$ cat src/design/ppcp_pkg.sv
// shared types, constants and saturating helpers for the closest point core
package ppcp_pkg;

   localparam logic signed [63:0] SAT_HI = 64'sh7FFF_FFFF_FFFF_FFFF;
   localparam logic signed [63:0] SAT_LO = -64'sh7FFF_FFFF_FFFF_FFFF;

   localparam logic OP_LOAD  = 1'b0;
   localparam logic OP_QUERY = 1'b1;

   localparam logic [1:0] CSR_PATH_LENGTH    = 2'd0;
   localparam logic [1:0] CSR_STOP_THRESHOLD = 2'd1;
   localparam logic [1:0] CSR_ITER_LIMIT     = 2'd2;

   typedef enum logic [3:0] {
      ST_IDLE,
      ST_SQ_A,
      ST_SQ_B,
      ST_SQ_W,
      ST_D1_S,
      ST_D1_W,
      ST_D2_S,
      ST_D2_W,
      ST_NT_CHK,
      ST_G_S,
      ST_G_W,
      ST_H_S,
      ST_H_W,
      ST_NT_EVAL,
      ST_DIV_W,
      ST_DONE
   } state_type;

   function automatic logic [63:0] mag64(input logic signed [63:0] v);
      return v[63] ? 64'(-v) : 64'(v);
   endfunction

   function automatic logic signed [63:0] q16_to_q32(input logic signed [31:0] v);
      return {{16{v[31]}}, v, 16'h0000};
   endfunction

   function automatic logic signed [63:0] add_sat(input logic signed [63:0] a,
                                                  input logic signed [63:0] b);
      logic signed [64:0] sum;
      logic signed [63:0] r;
      sum = {a[63], a} + {b[63], b};
      if (!sum[64] && sum[63]) begin
         r = SAT_HI;
      end else if (sum[64] && (sum[63:0] <= 64'h8000_0000_0000_0000)) begin
         r = SAT_LO;
      end else begin
         r = sum[63:0];
      end
      return r;
   endfunction

endpackage

$ cat src/design/ppcp_mul.sv
// saturating q32.32 multiplier built from four 32x32 partial products
module ppcp_mul (
   input  logic               clock,
   input  logic               reset,
   input  logic               start,
   input  logic signed [63:0] a,
   input  logic signed [63:0] b,
   output logic               done,
   output logic signed [63:0] result
);

   logic        busy_ff;
   logic        done_ff;
   logic [2:0]  cnt_ff;
   logic [63:0] ma_ff;
   logic [63:0] mb_ff;
   logic        neg_ff;
   logic [63:0] pp_ff;
   logic [1:0]  sh_ff;
   logic [127:0] acc_ff;
   logic signed [63:0] res_ff;

   logic [31:0]  half_a;
   logic [31:0]  half_b;
   logic [127:0] pp_shifted;
   logic [127:0] rounded;
   logic         sat;
   logic [63:0]  mag_r;
   logic signed [63:0] fin;

   always_comb begin
      half_a = cnt_ff[1] ? ma_ff[63:32] : ma_ff[31:0];
      half_b = cnt_ff[0] ? mb_ff[63:32] : mb_ff[31:0];
      case (sh_ff)
         2'd0:    pp_shifted = {64'h0, pp_ff};
         2'd3:    pp_shifted = {pp_ff, 64'h0};
         default: pp_shifted = {32'h0, pp_ff, 32'h0};
      endcase
      rounded = acc_ff + 128'h8000_0000;
      sat     = |rounded[127:95];
      mag_r   = sat ? 64'(ppcp_pkg::SAT_HI) : {1'b0, rounded[94:32]};
      fin     = neg_ff ? -$signed(mag_r) : $signed(mag_r);
   end

   always_ff @(posedge clock) begin
      if (reset) begin
         busy_ff <= 1'b0;
         done_ff <= 1'b0;
         cnt_ff  <= 3'd0;
      end else begin
         done_ff <= 1'b0;
         if (start) begin
            busy_ff <= 1'b1;
            cnt_ff  <= 3'd0;
         end else if (busy_ff) begin
            cnt_ff <= cnt_ff + 3'd1;
            if (cnt_ff == 3'd5) begin
               busy_ff <= 1'b0;
               done_ff <= 1'b1;
            end
         end
      end
   end

   always_ff @(posedge clock) begin
      if (start) begin
         ma_ff  <= ppcp_pkg::mag64(a);
         mb_ff  <= ppcp_pkg::mag64(b);
         neg_ff <= a[63] ^ b[63];
         acc_ff <= 128'h0;
      end else if (busy_ff) begin
         if (cnt_ff < 3'd4) begin
            pp_ff <= half_a * half_b;
            sh_ff <= cnt_ff[1:0];
         end
         if (cnt_ff >= 3'd1 && cnt_ff <= 3'd4) begin
            acc_ff <= acc_ff + pp_shifted;
         end
         if (cnt_ff == 3'd5) begin
            res_ff <= fin;
         end
      end
   end

   assign done   = done_ff;
   assign result = res_ff;

endmodule

$ cat config.mk
export PLATFORM = sky130hd
export DESIGN_NAME = ppcp_mul
export DESIGN_NICKNAME = d
export VERILOG_FILES = /design/src/design/ppcp_pkg.sv /design/src/design/ppcp_mul.sv
export SDC_FILE = /design/constraint.sdc
export NUM_CORES = 2
export LEC_CHECK = 0
export ABC_AREA = 1
export ABC_CLOCK_PERIOD_IN_PS = 8900
export BUFFER_PORTS_ARGS = -buffer_cell sky130_fd_sc_hd__clkbuf_2
export CAP_MARGIN = 20
export CELL_PAD_IN_SITES_DETAIL_PLACEMENT = 0
export CELL_PAD_IN_SITES_GLOBAL_PLACEMENT = 1
export CORE_ASPECT_RATIO = 1.4
export CORE_MARGIN = 2
export CORE_UTILIZATION = 30
export CTS_CLUSTER_SIZE = 28
export DETAILED_ROUTE_END_ITERATION = 10
export PLACE_DENSITY_LB_ADDON = 0.1
export SLEW_MARGIN = 25
export SYNTH_ARGS = -nofsm -noshare
export SYNTH_HDL_FRONTEND = slang
export SYNTH_SLANG_ARGS = --single-unit
$ cat constraint.sdc
create_clock -name clock -period 8.9 [get_ports clock]
set_input_delay 1.335 -clock clock [delete_from_list [all_inputs] [get_ports clock]]
set_output_delay 1.335 -clock clock [all_outputs]
set_load 0.03 [all_outputs]
After elaboration in Yosys (flattened, before gate mapping)
Index checks and enable logic that the tools add are counted.

Bits in registers: 392. Output and inout bits: 65.

$add $sub $neg: 6. Multipliers: 1. Order comparisons: 3. Eq/ne operators: 2. Mux-type cells: 11. Bitwise operators: 3. Reduce and logical (&&, ||, !) cells: 8.

Operators by type and width (count): 128-bit one-hot mux with 2 select lines (1); 63-bit two-way mux (3); 128-bit adder (1); 128-bit by 32-bit adder with 128-bit output, second input constant (1); 64-bit negation (2); 32-bit by 32-bit multiplier with 64-bit output (1); 32-bit two-way mux (2); 64-bit two-way mux (1); 63-bit negation with 64-bit output (1); 33-bit OR reduction (1); 3-bit AND reduction (2); 1-bit two-way mux (4); 3-bit by 1-bit adder with 3-bit output, second input constant (1); 3-bit equality test, second input constant (1); 3-bit by 1-bit >= comparator with 1-bit output, second input constant (1); 3-bit less-or-equal comparator, second input constant (1); 3-bit less-than comparator, second input constant (1); 3-bit OR reduction (1); 2-bit equality test, second input constant (1); 2-bit logical NOT (1); 1-bit NOT (2); 2-bit AND reduction (1); 2-bit OR reduction (1); 1-bit logical AND (1); 1-bit XOR (1).

Depth between registers and ports, before layout
Depth after elaboration: 5. Depth in mapped cells: 44. Depth with buffers taken out: 41.

Worst setup path before layout
Ideal clock, no wire load.

Kind: reg-to-reg. Start point: reg cnt_ff[0]. End point: reg pp_ff[55], data pin. Data arrival time: 8.138 ns. Path slack: 0.510 ns. Cell stages (with the launch flop): 35. Path buffers: 3. Clock period less this slack: 8.390 ns. Cells stage by stage: dfxtp_1 > clkbuf_1 > inv_1 > clkbuf_1 > or2_2 > o21ai_1 > clkbuf_1 > nor2_1 > fa_1 > fa_1 > fa_1 > inv_1 > fa_1 > inv_1 > fa_1 > inv_1 > fa_1 > inv_1 > fa_1 > inv_1 > fa_1 > inv_1 > ha_1 > nand2_1 > nor2_1 > inv_1 > o21ai_0 > a21oi_1 > o21ai_0 > a21oi_1 > o21ai_0 > a21o_1 > nand2_1 > nand3_1 > nand2_1.

Word-level cells in the longest chain between the ends: 2.

RTL lines: start: declaration (RTL line ppcp_mul.sv:14) `logic [2:0] cnt_ff;`; start signal: assignment (RTL line ppcp_mul.sv:56) `cnt_ff <= cnt_ff + 3'd1;`; 32-bit two-way mux (RTL line ppcp_mul.sv:33) `half_b = cnt_ff[0] ? mb_ff[63:32] : mb_ff[31:0];`; 32-bit by 32-bit multiplier with 64-bit output (RTL line ppcp_mul.sv:73) `pp_ff <= half_a * half_b;`; end signal: assignment (RTL line ppcp_mul.sv:73); end: declaration (RTL line ppcp_mul.sv:18) `logic [63:0] pp_ff;`.

No other way between the ends. A chain may end at the register's enable or synchronous reset.

Worst setup path in the final report
Start point: reg cnt_ff[1]. End point: reg pp_ff[57], data pin.

Word-level cells in the longest chain between the ends: 2.

RTL lines: 32-bit two-way mux (RTL line ppcp_mul.sv:32) `half_a = cnt_ff[1] ? ma_ff[63:32] : ma_ff[31:0];`; 32-bit by 32-bit multiplier with 64-bit output (RTL line ppcp_mul.sv:73).

No other way between the ends.

==> flow_summary.json <==
{
  "status": "complete, no violations",
  "min_period_ps": 8688,
  "crit_fanout": 35,
  "hpwl_um": 284100,
  "cts_buffer_depth": 3,
  "path_common_cell": "fa_1",
  "slew_violations": 0,
  "synth-simple-area-share_pct": 22.90,
  "critPathBufInv": 11,
  "worst_path_dominant_cell_family": "adder cells",
  "synth_top_family_by_area": "adder cells",
  "synth_mux_area_share_pct": 0,
  "maxCapViolCount": 0,
  "synth_compound_area_share_pct": 8.934,
  "routed_wl_um": 325400,
  "synth_adder_area_share_pct": 34.53,
  "ys_ff_latch": 392,
  "final_nets": 10820,
  "yosysTopAreaCell": "fa_1",
  "io_pins": 196,
  "hp-class": "reg2reg",
  "netlist_instances": 9117,
  "cpMaxStageDelayCell": "fa_1",
  "die-area_um2": 225400,
  "cts_root_buffer": "clkbuf_16",
  "first_pass_iters": 5,
  "syn-num-nets": 10540,
  "start_kind": "register",
  "relSlewSlack_pct": 25.61,
  "ff2ff_setup_slack_ps": 210,
  "cp.arrival_ps": 9130,
  "drcViolationCount": 0,
  "max_stage_delay_ps": 560,
  "die_h_um": 560.9,
  "final_hold_viol_count": 0,
  "core_area_um2": 220500,
  "syn-cell-area_um2": 66450,
  "cp-end-kind": "register",
  "overflow": 0,
  "numCtsBuffers": 49,
  "drt_iter0_drc": 3126,
  "place_congestion": 1.041,
  "synth-edff-count": 259,
  "fin_hold_ws_ps": 536.0,
  "ys.flop_type": "edfxtp_1",
  "area_growth_pct": 12.26,
  "start_util_pct": 30.13,
  "synth_async_sr_flop_share_pct": 0,
  "yosys-top-cells-area": "fa_1, edfxtp_1, inv_1, nor2_1, nand2_1",
  "grt_pass1_vias": 65370,
  "postCtsHoldBufs": 0,
  "grt_pass1_wl_um": 462600,
  "insertion_delay_ps": 750,
  "fp.dieW_um": 401.8,
  "rows": 204,
  "path_class": "reg2reg",
  "vias_per_cell": 4.857,
  "clk_pin_slew_ps": 60,
  "antenna_left": 0,
  "yosys_warnings": 0,
  "finalClockSkew_ps": 56.78,
  "layout_worst_path_cycle_share_pct": 97.62,
  "syn_avg_cell_area_um2": 7.289,
  "grt_antenna_before_repair": 6,
  "h-tree-depth": 2,
  "synth_xor_area_share_pct": 4.995,
  "cp.required_ps": 9350,
  "worst_pin_slew_ps": 1116,
  "synth_top_cell_area_share_pct": 27.02,
  "synth_cell_types": 59,
  "rsz0062_at_grt": "yes",
  "grt_max_degree": 77,
  "max_freq_ghz": 0.1151,
  "vias": 59810,
  "setup_viol": 0,
  "ys_seq_area_share_pct": 15.71,
  "tritoncts": "built",
  "track_usage_pct": 28.74,
  "final_layout_size_suffix_gt1_share_pct": 8.591,
  "port_buffers": 195,
  "post_drt_wl_per_cell_um": 26.43,
  "clkSinkCount": 392
}
[kinds of logic (layout without fill, tap and decap cells)]
family | Yosys count | count (layout)
buffers and inverters | 2269 | 2581
adders and majority gates | 1296 | 1296
DFF | 392 | 392
and+or+nand+nor | 3708 | 3708
other | 0 | 1
xor gates and xnor gates | 379 | 379
AOI/OAI and AO/OA | 1073 | 1073
[flip-flops by register name, summed over array words and instances (netlist names)]
name     cells
neg_ff       1
ma_ff       64
busy_ff      1
sh_ff        2
acc_ff     128
pp_ff       64
cnt_ff       3
done         1
result      64
mb_ff       64
[per-layer routing]
metal	track usage (%)	share of wire [%]	vias to the layer above
met5	0	0.0037	-
met4	20.51	8.8	2
met3	1.862	2.5	630
met2	56.17	54	1482
met1	28.44	35	29250
li1	-	-	28440
[layout make-up]
| cell class | count | area [µm²] |
|---|---|---|
| antenna | 1 | 2.502 |
| tap | 2884 | 3608 |
| clock buffer | 52 | 1237 |
| clock inverter | 38 | 541.8 |
| timing repair buffer | 481 | 3476 |
| fill | 24230 | 145900 |
| multi-input combinational | 6456 | 47730 |
| inverter | 2010 | 7564 |
| sequential | 392 | 10450 |
[layout by cell type, fill, tap and decap left out, drive strengths merged, types with 246 or more instances in the layout]
cell type / netlist / final
a21oi: 445 / 445
buf: 29 / 287
clkbuf: 230 / 246
edfxtp: 259 / 259
fa: 897 / 897
ha: 399 / 399
inv: 1977 / 1984
nand2: 1530 / 1530
nor2: 1665 / 1665
o21ai: 350 / 350
xor2: 264 / 264
[cell usage after synthesis (all sizes together) (3+ instances only)]
library cell / n
o41ai: 3
nand3: 229
o21bai: 8
buf: 29
nand2: 1530
o211ai: 17
o22ai: 64
nand4: 72
edfxtp: 259
a21boi: 14
nor4: 32
o221ai: 10
o2111ai: 3
a211oi: 8
nand3b: 15
xor2: 264
dfxtp: 133
xnor2: 115
nor3: 85
a221oi: 10
o31ai: 3
o21a: 25
or2: 73
a21o: 16
a21oi: 445
and2: 3
clkinv: 33
nor2: 1665
a41oi: 4
clkbuf: 230
o21ai: 350
inv: 1977
ha: 399
a31oi: 91
fa: 897
[path summary, 6_finish.rpt]
check / startpoint / end / cells after the start
max: cnt_ff[1] / pp_ff[57] / 30
min: acc_ff[0] / acc_ff[0] / 2
min reg2reg: acc_ff[0] / acc_ff[0] / 2
max reg2reg: cnt_ff[1] / pp_ff[57] / 30
[per-stage QoR]
stage / util [%] / setup WS (ps) / instances / instance area, µm² / TNS (ps)
detailed placement: 32.93 / -94.22 / 12220 / 72610 / -108.7
global route: 33.83 / -42.16 / 12310 / 74600 / -80.96
global placement: 32.93 / -18.39 / 12220 / 72610 / -29.61
floorplan: - / 509.6 / 9117 / 66460 / 0
CTS: 33.74 / 36.44 / 12310 / 74410 / 0
finish: 33.83 / 212.1 / 12310 / 74600 / 0
[worst register-to-register path: cells and delay by family (launching register included)]
family / cells / cell delay [ps]
AO/OA/AOI/OAI: 2 / 290
XOR/XNOR: 1 / 130
flip-flops: 1 / 490
AND/OR/NAND/NOR: 7 / 1470
adder cells (fa/ha/maj): 9 / 4370
buffers and inverters: 11 / 1660
[timing repair]
| item | in CTS | in global routing |
|---|---|---|
| hold endpoints to repair | 0 | 0 |
| gates resized for setup | 6 | 38 |
| setup endpoints to repair | 5 | 22 |
| setup buffers | 0 | 6 |
Power is left out: the tool's default activity adds up to more than one toggle a clock period on the data nets, which glitch-free logic cannot reach.
